--- config.mk ---
export PLATFORM = sky130hd
export DESIGN_NAME = tgt_ram
export DESIGN_NICKNAME = d
export VERILOG_FILES = /design/src/sv/tgt_ram.sv
export SDC_FILE = /design/constraint.sdc
export NUM_CORES = 1
export LEC_CHECK = 0
export ABC_AREA = 1
export BUFFER_PORTS_ARGS = -buffer_cell sky130_fd_sc_hd__buf_2
export CAP_MARGIN = 20
export CELL_PAD_IN_SITES_DETAIL_PLACEMENT = 2
export CELL_PAD_IN_SITES_GLOBAL_PLACEMENT = 2
export CORE_ASPECT_RATIO = 1.25
export CORE_MARGIN = 10
export CORE_UTILIZATION = 35
export DETAILED_ROUTE_END_ITERATION = 8
export PLACE_DENSITY_LB_ADDON = 0.05
export REMOVE_ABC_BUFFERS = 1
export SYNTH_ARGS = -nofsm -noshare
export SYNTH_HDL_FRONTEND = slang
export SYNTH_SLANG_ARGS = --single-unit
--- constraint.sdc ---
create_clock -name clk -period 2.6 [get_ports clk]
set_clock_uncertainty 0.05 [all_clocks]
set_input_delay 0.26 -clock clk [delete_from_list [all_inputs] [get_ports clk]]
set_output_delay 0.26 -clock clk [all_outputs]
set_load 0.01 [all_outputs]
--- src/sv/tgt_ram.sv ---
`timescale 1ns / 1ps
// ----------------------------------------------------------------------------
// tgt_ram
// Generic simple dual-port RAM: one write port, one registered read port.
// ----------------------------------------------------------------------------
module tgt_ram #(
    parameter int WIDTH = 8,
    parameter int DEPTH = 64
) (
    input  logic                     clk,
    input  logic                     we,
    input  logic [$clog2(DEPTH)-1:0] waddr,
    input  logic [WIDTH-1:0]         wdata,
    input  logic [$clog2(DEPTH)-1:0] raddr,
    output logic [WIDTH-1:0]         rdata
);

    logic [WIDTH-1:0] mem [DEPTH];

    always_ff @(posedge clk)
    begin
        if (we)
        begin
            mem[waddr] <= wdata;
        end
        rdata <= mem[raddr];
    end

endmodule

==> results by group, run 1 <==
Synthesis
  – Area leader, netlist: edfxtp_1
  – Synthesized area per cell: 11.8 um^2
  – Synth top area cells: edfxtp_1, nand2_1, nand3_1
  – Ys flop type: edfxtp_1
  – Register bit total from synthesis: 520
  – Mapped Cells: 1805
  – Top cell type's share of synthesized area: 72.0%
  – Async SR Flop Fraction: 0%
  – Synth cell count leaders: nand2_1, edfxtp_1, nand3_1
  – Yosys cell types: 16
  – Post-synth EDFFs: 512
  – Mapped cell area: 21300 um^2
  – Most frequent cell after synthesis: nand2_1
  – Yosys Warn Count: 0
  – Sequential element share of the synthesized area: 72.8%

Global routing
  – GR Layer Usage met3: 2.68%
  – Overall global routing resource usage: 19.8%
  – Grt met2 use: 33.8%
  – Top Usage Layer GRT: met2
  – Vias in the first global route: 15500
  – Largest net degree at the start of global routing: 92
  – GR Overflow Total: 0
  – First-pass GRT wire length: 104000 um
  – Antenna violations before repair: 1
  – Met1 Usage GRT: 26.0%

Clocking
  – Worst-path clk slew: 0.06 ns
  – Maximum root-to-sink buffer count: 3
  – # clock sinks: 520
  – Root buf cell: clkbuf_16
  – CTS tree: yes
  – Clock Latency Late Sink: 0.63 ns
  – H-tree depth: 2
  – TritonCTS Buffers: 55

Finish
  – Final net count: 1920
  – Share of cells above drive strength 1: 12.0%
  – Post-route insts no fill: 2716
  – Post-layout util: 40.5%
  – # fillers: 6216
  – Antenna diodes: 0
  – Area Growth Syn to Fin: 14.9%
  – Final instance area: 24500 um^2

Power
  – Leak pwr: 8.91 nW
  – Power Density: 743 nW/um^2
  – Worst VDD drop: 476 uV

Floorplanning
  – Rows: 101
  – Area of the die: 71300 um^2
  – Ports: 30
  – Initial Util: 35.3%
  – Die Y: 296 um
  – Die Width: 241 um
  – Core ar.: 60500 um^2

Worst setup path
  – Cell count along the critical path: 12
  – Reg2Reg Setup Slack: 1.04 ns
  – RR Endpoint: rdata[5]
  – Setup CP Type: primary input to register
  – CP Cell Sequence: clkbuf_8, inv_8, buf_12, buf_4, nand2_1, nand3_1, nand3_1, nand2_1, nand2_1, nand3_1, nand3_1, nand2_1
  – Crit end category: register
  – Buf+Inv Stages, Crit Path: 4
  – CP Max Fanout: 38
  – Worst Setup EP: rdata[2]
  – Crit start category: primary input
  – RR Startpoint: mem[27][5]
  – WP data required: 3.10 ns
  – Delay-heaviest family, CP: simple AND/OR/NAND/NOR gates
  – CP max-delay cell: buf_12
  – R2R cell count: 8
  – CP arrival: 2.24 ns
  – CP Launch Point: raddr[0]
  – CP peak stage delay: 0.27 ns

Place
  – Dpl cells: 2612
  – GP Congestion: 0.788
  – Area after DPL: 22800 um^2
  – Worst slack at placement: 0.210 ns
  – Hpwl dp: 42200 um
  – Port bufs: 29

Timing
  – Final Slew Violations: 0
  – Post-route setup slack: 0.860 ns
  – Fin crit share: 66.9%
  – RSZ-0062 raised after global routing: no
  – Slew @ Worst Pin: 0.854 ns
  – Max Fclk: 575 MHz
  – Final setup fails: 0
  – Hold Vio Cnt, Final: 0
  – Max-slew headroom: 43.1%
  – Final hold slack: 0.0411 ns
  – Post-route minimum period: 1.74 ns

Min path
  – Worst Hold Class: primary input to register
  – Hold_sp: wdata[6]

Route
  – Routed Wire Length: 69700 um
  – DRC viols: 0
  – DRT antenna net count: 0
  – Avg Vias per Cell: 5.29
  – WL/cell: 25.7 um
  – Pre-antenna DRT Iters: 5
  – Vias: 14400
  – Starting DRT DRC Count: 928

Run status
  – Status: complete, no violations

Job
  – Max cap viols: 0
-- through the flow --
step / power, mW / setup TNS (ns)
after floorplan: 9.95 / -1.75
after global placement: 10.7 / 0
after detailed placement: 10.7 / 0
after CTS: 18.4 / 0
after global routing: 18.9 / 0
final: 18.2 / 0
-- cell usage in the layout, fill, tap and decap left out, drive strengths merged --
cell / n
clkinvlp: 4
nand3: 439
nor2: 56
clkbuf: 65
edfxtp: 512
dlygate4sd3: 1
buf: 147
nand2: 648
inv: 15
dfxtp: 8
bufinv: 4
nand4: 9
nor4: 8
clkinv: 28
-- power by group --
part | internal (mW) | leakage, nW | total [mW] | switching, mW
clock | 4.28 | 0.843 | 7.66 | 3.39
combinational | 0.314 | 3.40 | 1.23 | 0.914
sequential | 9.28 | 4.67 | 9.31 | 0.0327
total | 13.9 | 8.91 | 18.2 | 4.34
-- cell type report --
type | instances | area, um^2 | area share, %
clock buffers | 64 | 1410 | 5.75
clock inverters | 39 | 303 | 1.24
inverters | 12 | 55.1 | 0.225
multi-input cells | 1160 | 4950 | 20.2
flip-flops and latches | 520 | 15500 | 63.4
well taps | 772 | 966 | 3.94
repair buffers | 149 | 1300 | 5.29
-- state kept, by name (all words and copies together) (netlist names) --
name   count
rdata      8
mem      512
-- logic make-up (layout without fill, tap and decap cells) --
| logic type | Yosys count | after routing | share of synthesized area (%) |
|---|---|---|---|
| DFF | 520 | 520 | 72.8 |
| buffers and inverters | 125 | 264 | 4.02 |
| and+or+nand+nor | 1160 | 1160 | 23.2 |
-- metal layers --
metal / vias to the layer above / wire, um
met1: 7516 / 31500
met4: 2 / 1700
met3: 94 / 2200
met2: 212 / 34300
li1: 6535 / -
met5: - / 12
-- worst min-delay path by stage --
stage / endpoint / slack (ns) / cells past startpoint
floorplan: mem[0][0] / 0.31 / 0
global route: mem[34][6] / 0.01 / 1
CTS: mem[35][6] / 0.01 / 1
global placement: rdata[6] / 0.62 / 1
detailed placement: rdata[6] / 0.62 / 1
finish: mem[34][6] / 0.04 / 1
-- repair_timing --
action	CTS	global route
hold endpoints to repair	6	0
buffers inserted	0	0
hold buffers	1	0
resized for setup	0	0
(Power assumes the default switching activity.)
==> inputs of run 2 (changes only) <==
clock period = 1.7 ns   (was 2.6 ns; I/O delays follow)
==> results by group, run 2 (synthesized netlist as in run 1, its figures left out) <==
Route
  – Vias: 14500 (was 14400)
  – Uppermost routed layer: met5 (unchanged)
  – DRC viols: 0 (unchanged)
  – WL/cell: 25.7 um (about the same)
  – Metal3 WL: 2060 um (was 2200 um)
  – Routed Wire Length: 70700 um (was 69700 um)
  – Pre-antenna DRT Iters: 5 (unchanged)
  – Starting DRT DRC Count: 923 (was 928)
  – DRT antenna net count: 0 (unchanged)
  – Avg Vias per Cell: 5.26 (was 5.29)
  – WL met2: 35800 um (was 34300 um)
  – M1 wire length: 31200 um (was 31500 um)

Worst setup path
  – CP Launch Point: mem[51][6] (was raddr[0])
  – Crit start category: register (was primary input)
  – RR Startpoint: mem[51][6] (was mem[27][5])
  – Setup CP Type: register to register (was primary input to register)
  – Reg2Reg Setup Slack: 0.16 ns (was 1.04 ns)
  – Worst Setup EP: rdata[6] (was rdata[2])
  – R2R cell count: 8 (unchanged)
  – CP arrival: 1.96 ns (was 2.24 ns)
  – RR Endpoint: rdata[6] (was rdata[5])
  – WP data required: 2.12 ns (was 3.10 ns)
  – Crit end category: register (unchanged)
  – CP Max Fanout: 1 (was 38)

Place
  – Dpl cells: 2656 (was 2612)
  – GP Congestion: 0.770 (was 0.788)
  – Hpwl dp: 44200 um (was 42200 um)
  – Worst slack at placement: -0.319 ns (was 0.210 ns)
  – Port bufs: 29 (unchanged)
  – Area after DPL: 23400 um^2 (was 22800 um^2)

Global routing
  – GR Overflow Total: 0 (unchanged)
  – First-pass GRT wire length: 105000 um (was 104000 um)
  – Overall global routing resource usage: 20.1% (was 19.8%)
  – Antenna violations before repair: 1 (unchanged)
  – Vias in the first global route: 15800 (was 15500)
  – Largest net degree at the start of global routing: 65 (was 92)

Timing
  – Post-route setup slack: 0.163 ns (was 0.860 ns)
  – Hold Vio Cnt, Final: 0 (unchanged)
  – RSZ-0062 raised after global routing: no (unchanged)
  – Fin crit share: 90.4%
  – Max-slew headroom: 70.7% (was 43.1%)
  – Slew @ Worst Pin: 0.439 ns (was 0.854 ns)
  – Final setup fails: 0 (unchanged)
  – Max Fclk: 651 MHz
  – Post-route minimum period: 1.54 ns
  – Final Slew Violations: 0 (unchanged)

Finish
  – Post-route insts no fill: 2755 (was 2716)
  – Antenna diodes: 0 (unchanged)
  – Most frequent cells in the layout: nand2_1, edfxtp_1, nand3_1 (unchanged)
  – Area Growth Syn to Fin: 17.4% (was 14.9%)
  – Final net count: 1963 (was 1920)
  – Most common cell after layout, fill and taps aside: nand2_1 (unchanged)
  – Biggest register: mem (unchanged)
  – Share of cells above drive strength 1: 13.1% (was 12.0%)
  – Largest registers: mem (512), rdata (8) (unchanged)
  – Max reg flops: 512 (unchanged)
  – Final instance area: 25100 um^2 (was 24500 um^2)

Floorplanning
  – Rows: 101 (unchanged)
  – Initial Util: 35.3% (unchanged)
  – Ports: 30 (unchanged)
  – Area of the die: 71300 um^2 (unchanged)
  – Die Y: 296 um (unchanged)
  – Die Width: 241 um (unchanged)
  – Core ar.: 60500 um^2 (unchanged)

Clocking
  – Clock Latency Late Sink: 0.61 ns (was 0.63 ns)
  – TritonCTS Buffers: 54 (was 55)
  – H-tree depth: 2 (unchanged)
  – # clock sinks: 520 (unchanged)
  – Worst-path clk slew: 0.06 ns (about the same)
  – Root buf cell: clkbuf_16 (unchanged)
  – Resized Gates After CTS: 0 (unchanged)
  – Maximum root-to-sink buffer count: 3 (unchanged)
  – CTS tree: yes (unchanged)

Job
  – Max cap viols: 0 (unchanged)

Power
  – Total internal power: 21.1 mW (was 13.9 mW)
  – Clock Power Share: 40.8% (was 42.1%)
  – Switching part of the total power: 23.3% (was 23.8%)
  – P_sw: 6.43 mW (was 4.34 mW)
  – Worst VDD drop: 791 uV (was 476 uV)
  – Gate power share: 7.5% (was 6.7%)
  – Power Density: 1100 nW/um^2 (was 743 nW/um^2)
  – Leak pwr: 9.19 nW (was 8.91 nW)
  – Part of the power in registers: 51.7% (was 51.1%)

Run status
  – Status: complete, no violations (unchanged)

Min path
  – Worst Hold Class: primary input to register (unchanged)
==> run 2: changes by cell type in the layout (fill, tap and decap cells not counted), sizes merged <==
cell,previous run,this run
buf,147,191
bufinv,4,3
clkbuf,65,71
clkinv,28,24
clkinvlp,4,0
inv,15,13
==> run 2: per-layer routing <==
layer,vias to the layer above,GRT usage (%)
met5,-,0
met4,2,5.47
met3,87,2.48
met2,189,35.2
met1,7591,25.7
li1,6622,-
==> run 2: what timing repair did <==
action / 4_1_cts / 5_1_grt
hold endpoints to repair: 8 / 0
endpoints found under the setup margin: 0 / 0
setup buffers: 0 / 0
hold buffers: 1 / 0
==> run 2: how the worst min path moves through the flow <==
stage	from	cells after the start	slack, ns	endpoint
finish	wdata[7]	2	0.03	mem[42][7]
global route	wdata[5]	2	0.04	mem[22][5]
CTS	wdata[5]	2	0.02	mem[22][5]
detailed placement	raddr[5]	3	0.52	rdata[2]
global placement	raddr[5]	3	0.52	rdata[4]
floorplan	wdata[0]	0	0.22	mem[0][0]
==> run 2: layout make-up <==
cell class / instances / area, um^2
clock buffer: 70 / 1430
clock inverter: 28 / 195
fill: 6159 / 35500
inverter: 12 / 55.1
multi-input combinational: 1160 / 4950
sequential: 520 / 15500
tap: 772 / 966
timing repair buffer: 193 / 1930
==> run 2: through the flow <==
stage | utilization [%] | TNS (ns) | hold WS [ns] | power [mW]
2_1_floorplan | - | -13.79 | 0.219 | 15.2
3_3_place_gp | 38.7 | -2.12 | 0.518 | 16.6
3_5_place_dp | 38.7 | -2.35 | 0.518 | 16.6
4_1_cts | 41.4 | 0 | 0.0222 | 27.9
5_1_grt | 41.4 | 0 | 0.0421 | 28.6
6_report | 41.4 | 0 | 0.0296 | 27.6
==> run 2: worst max-delay path, cell delays in order, from the launching register on <==
cell and delay (ns):
edfxtp_1 0.36, nand2_1 0.08, nand3_1 0.08, nand3_1 0.16, nand2_1 0.15, nand2_1 0.10
nand3_1 0.14, nand3_1 0.20, nand2_1 0.09
==> run 2: power by group through the flow <==
stage / clock, mW / sequential (mW) / combinational (mW)
finish: 11.3 / 14.2 / 2.06
global route: 12.0 / 14.2 / 2.26
CTS: 11.6 / 14.2 / 2.11
detailed placement: 0 / 14.5 / 2.10
global placement: 0 / 14.5 / 2.06
floorplan: 0 / 14.5 / 0.716
==> inputs of run 3 (changes only) <==
ABC_AREA = unset   (was 1)
==> results by group, run 3 <==
Run status
  – Status: finished with violations (was complete, no violations)
  – Failing checks: negative setup slack

Synthesis
  – Post-synth EDFFs: 512 (unchanged)
  – Synth cell count leaders: edfxtp_1, mux4_2, nor2_1 (was nand2_1, edfxtp_1, nand3_1)
  – Yosys cell types: 40 (was 16)
  – Synth top area cells: edfxtp_1, mux4_2, nor2_1 (was edfxtp_1, nand2_1, nand3_1)
  – Yosys Warn Count: 0 (unchanged)
  – Ys flop type: edfxtp_1 (unchanged)
  – Synthesized area per cell: 21.5 um^2 (was 11.8 um^2)
  – Mapped Cells: 940 (was 1805)
  – Area leader, netlist: edfxtp_1 (unchanged)
  – Mapped cell area: 20200 um^2 (was 21300 um^2)
  – Most frequent cell after synthesis: edfxtp_1 (was nand2_1)
  – Top cell type's share of synthesized area: 76.2% (was 72.0%)
  – Sequential element share of the synthesized area: 77.0% (was 72.8%)
  – Async SR Flop Fraction: 0% (unchanged)
  – Register bit total from synthesis: 520 (unchanged)

Finish
  – Largest registers: mem (512), rdata (8) (unchanged)
  – Area Growth Syn to Fin: 20.8% (was 17.4%)
  – Post-route insts no fill: 1929 (was 2755)
  – Biggest register: mem (unchanged)
  – Most common cell after layout, fill and taps aside: edfxtp_1 (was nand2_1)
  – Antenna diodes: 0 (unchanged)
  – Max reg flops: 512 (unchanged)
  – Post-layout util: 42.6% (was 41.4%)
  – Final net count: 1158 (was 1963)
  – Share of cells above drive strength 1: 36.3% (was 13.1%)
  – Final instance area: 24400 um^2 (was 25100 um^2)
  – Most frequent cells in the layout: edfxtp_1, buf_4, mux4_2 (was nand2_1, edfxtp_1, nand3_1)

Clocking
  – H-tree depth: 2 (unchanged)
  – CTS tree: yes (unchanged)
  – Clock Latency Late Sink: 0.60 ns (was 0.61 ns)
  – Worst-path clk slew: 0.06 ns (about the same)
  – # clock sinks: 520 (unchanged)
  – TritonCTS Buffers: 54 (unchanged)
  – Buffers inserted during post-CTS setup optimization: 0 (unchanged)
  – Root buf cell: clkbuf_16 (unchanged)
  – Maximum root-to-sink buffer count: 3 (unchanged)

Worst setup path
  – CP Max Fanout: 1 (unchanged)
  – Crit end category: register (unchanged)
  – Crit start category: register (unchanged)
  – WP data required: 2.12 ns (about the same)
  – CP arrival: 2.52 ns (was 1.96 ns)
  – Setup CP Type: register to register (unchanged)

Timing
  – Post-route minimum period: 2.10 ns (was 1.54 ns)
  – Final Slew Violations: 0 (unchanged)
  – Fin crit share: 124% (was 90.4%)
  – RSZ-0062 raised after global routing: yes (was no)
  – Post-route setup slack: -0.403 ns (was 0.163 ns)
  – Hold Vio Cnt, Final: 0 (unchanged)
  – Max Fclk: 475 MHz (was 651 MHz)
  – Slew @ Worst Pin: 0.777 ns (was 0.439 ns)
  – Max-slew headroom: 48.2% (was 70.7%)
  – TNS Setup: -1.56 ns (was 0 ns)
  – Final hold slack: 0.0262 ns (was 0.0296 ns)
  – Final setup fails: 8 (was 0)

Global routing
  – First-pass GRT wire length: 83900 um (was 105000 um)
  – GR Overflow Total: 0 (unchanged)
  – Vias in the first global route: 11500 (was 15800)
  – Largest net degree at the start of global routing: 65 (unchanged)
  – Overall global routing resource usage: 17.0% (was 20.1%)
  – Antenna violations before repair: 3 (was 1)

Route
  – DRT antenna net count: 0 (unchanged)
  – DRC viols: 0 (unchanged)
  – Avg Vias per Cell: 5.21 (was 5.26)
  – Starting DRT DRC Count: 663 (was 923)
  – WL/cell: 29.8 um (was 25.7 um)
  – Pre-antenna DRT Iters: 5 (unchanged)
  – Routed Wire Length: 57500 um (was 70700 um)
  – Vias: 10100 (was 14500)

Floorplanning
  – Core ar.: 57100 um^2 (was 60500 um^2)
  – Rows: 98 (was 101)
  – Ports: 30 (unchanged)
  – Initial Util: 35.3% (about the same)
  – Die Y: 288 um (was 296 um)
  – Area of the die: 67700 um^2 (was 71300 um^2)
  – Die Width: 235 um (was 241 um)

Power
  – Power Density: 1160 nW/um^2 (was 1100 nW/um^2)
  – Worst VDD drop: 861 uV (was 791 uV)
  – Total power: 28.2 mW (was 27.6 mW)
  – Leak pwr: 7.91 nW (was 9.19 nW)

Min path
  – Worst Hold Class: primary input to register (unchanged)

Place
  – Area after DPL: 22300 um^2 (was 23400 um^2)
  – Worst slack at placement: -0.834 ns (was -0.319 ns)
  – Port bufs: 29 (unchanged)
  – GP Congestion: 0.746 (was 0.770)
  – Dpl cells: 1830 (was 2656)
  – Hpwl dp: 39200 um (was 44200 um)

Job
  – Max cap viols: 0 (unchanged)
-- run 3: cell count changes after synthesis, moves of 13 or more --
cell     delta
nand3_1   -426
buf_2      -26
mux4_2    +126
mux2i_1    +23
buf_6      -31
mux2_2     +13
nor2b_1    +14
nor2_1     +27
nand2_1   -629
-- run 3: area by class of cell --
class / count / area, um^2
multi-input combinational: 369 / 4480
clock inverter: 19 / 248
tap: 750 / 938
clock buffer: 80 / 1600
fill: 5342 / 32800
sequential: 520 / 15500
timing repair buffer: 191 / 1560
-- run 3: worst paths after layout --
kind	start	to	slack [ns]	depth (start not counted)
setup / recovery	mem[21][6]	rdata[6]	-0.40	6
hold / removal	raddr[5]	rdata[1]	0.03	3
setup reg to reg	mem[21][6]	rdata[6]	-0.40	6
hold reg to reg	mem[27][6]	rdata[6]	0.84	3
-- run 3: layer usage --
layer / global-route usage (%) / share of wire [%] / routed length, um
met3: 2.69 / 3.6 / 2090
met4: 4.78 / 2.1 / 1220
met2: 31.1 / 54 / 30800
met1: 20.4 / 41 / 23400
met5: 0 / 0.021 / 12
-- run 3: report_power, final --
group / internal [mW] / switching, mW / total (mW)
sequential: 14.2 / 0.0651 / 14.3
clock: 7.40 / 4.88 / 12.3
combinational: 0.672 / 0.966 / 1.64
-- run 3: repair_timing --
action	in CTS	in global routing
hold buffers	1	0
endpoints found under the hold margin	1	0
setup endpoints to repair	8	8
gates resized for setup	33	2
pin swaps	5	0
-- run 3: critical path, stage by stage, from the launching register on --
cell      delay [ns]
edfxtp_1        0.38
mux4_2          0.51
mux2_4          0.31
o221a_4         0.28
nor3_4          0.21
buf_6           0.15
o32ai_2         0.08
-- run 3: kinds of logic (layout without fill, tap and decap cells) --
family	count (synthesis)	after routing	synth area share, %
AOI/OAI and AO/OA	54	54	2.07
buffers and inverters	51	290	1.57
DFF	520	520	77.0
muxes	162	162	15.9
and+or+nand+nor	153	153	3.39
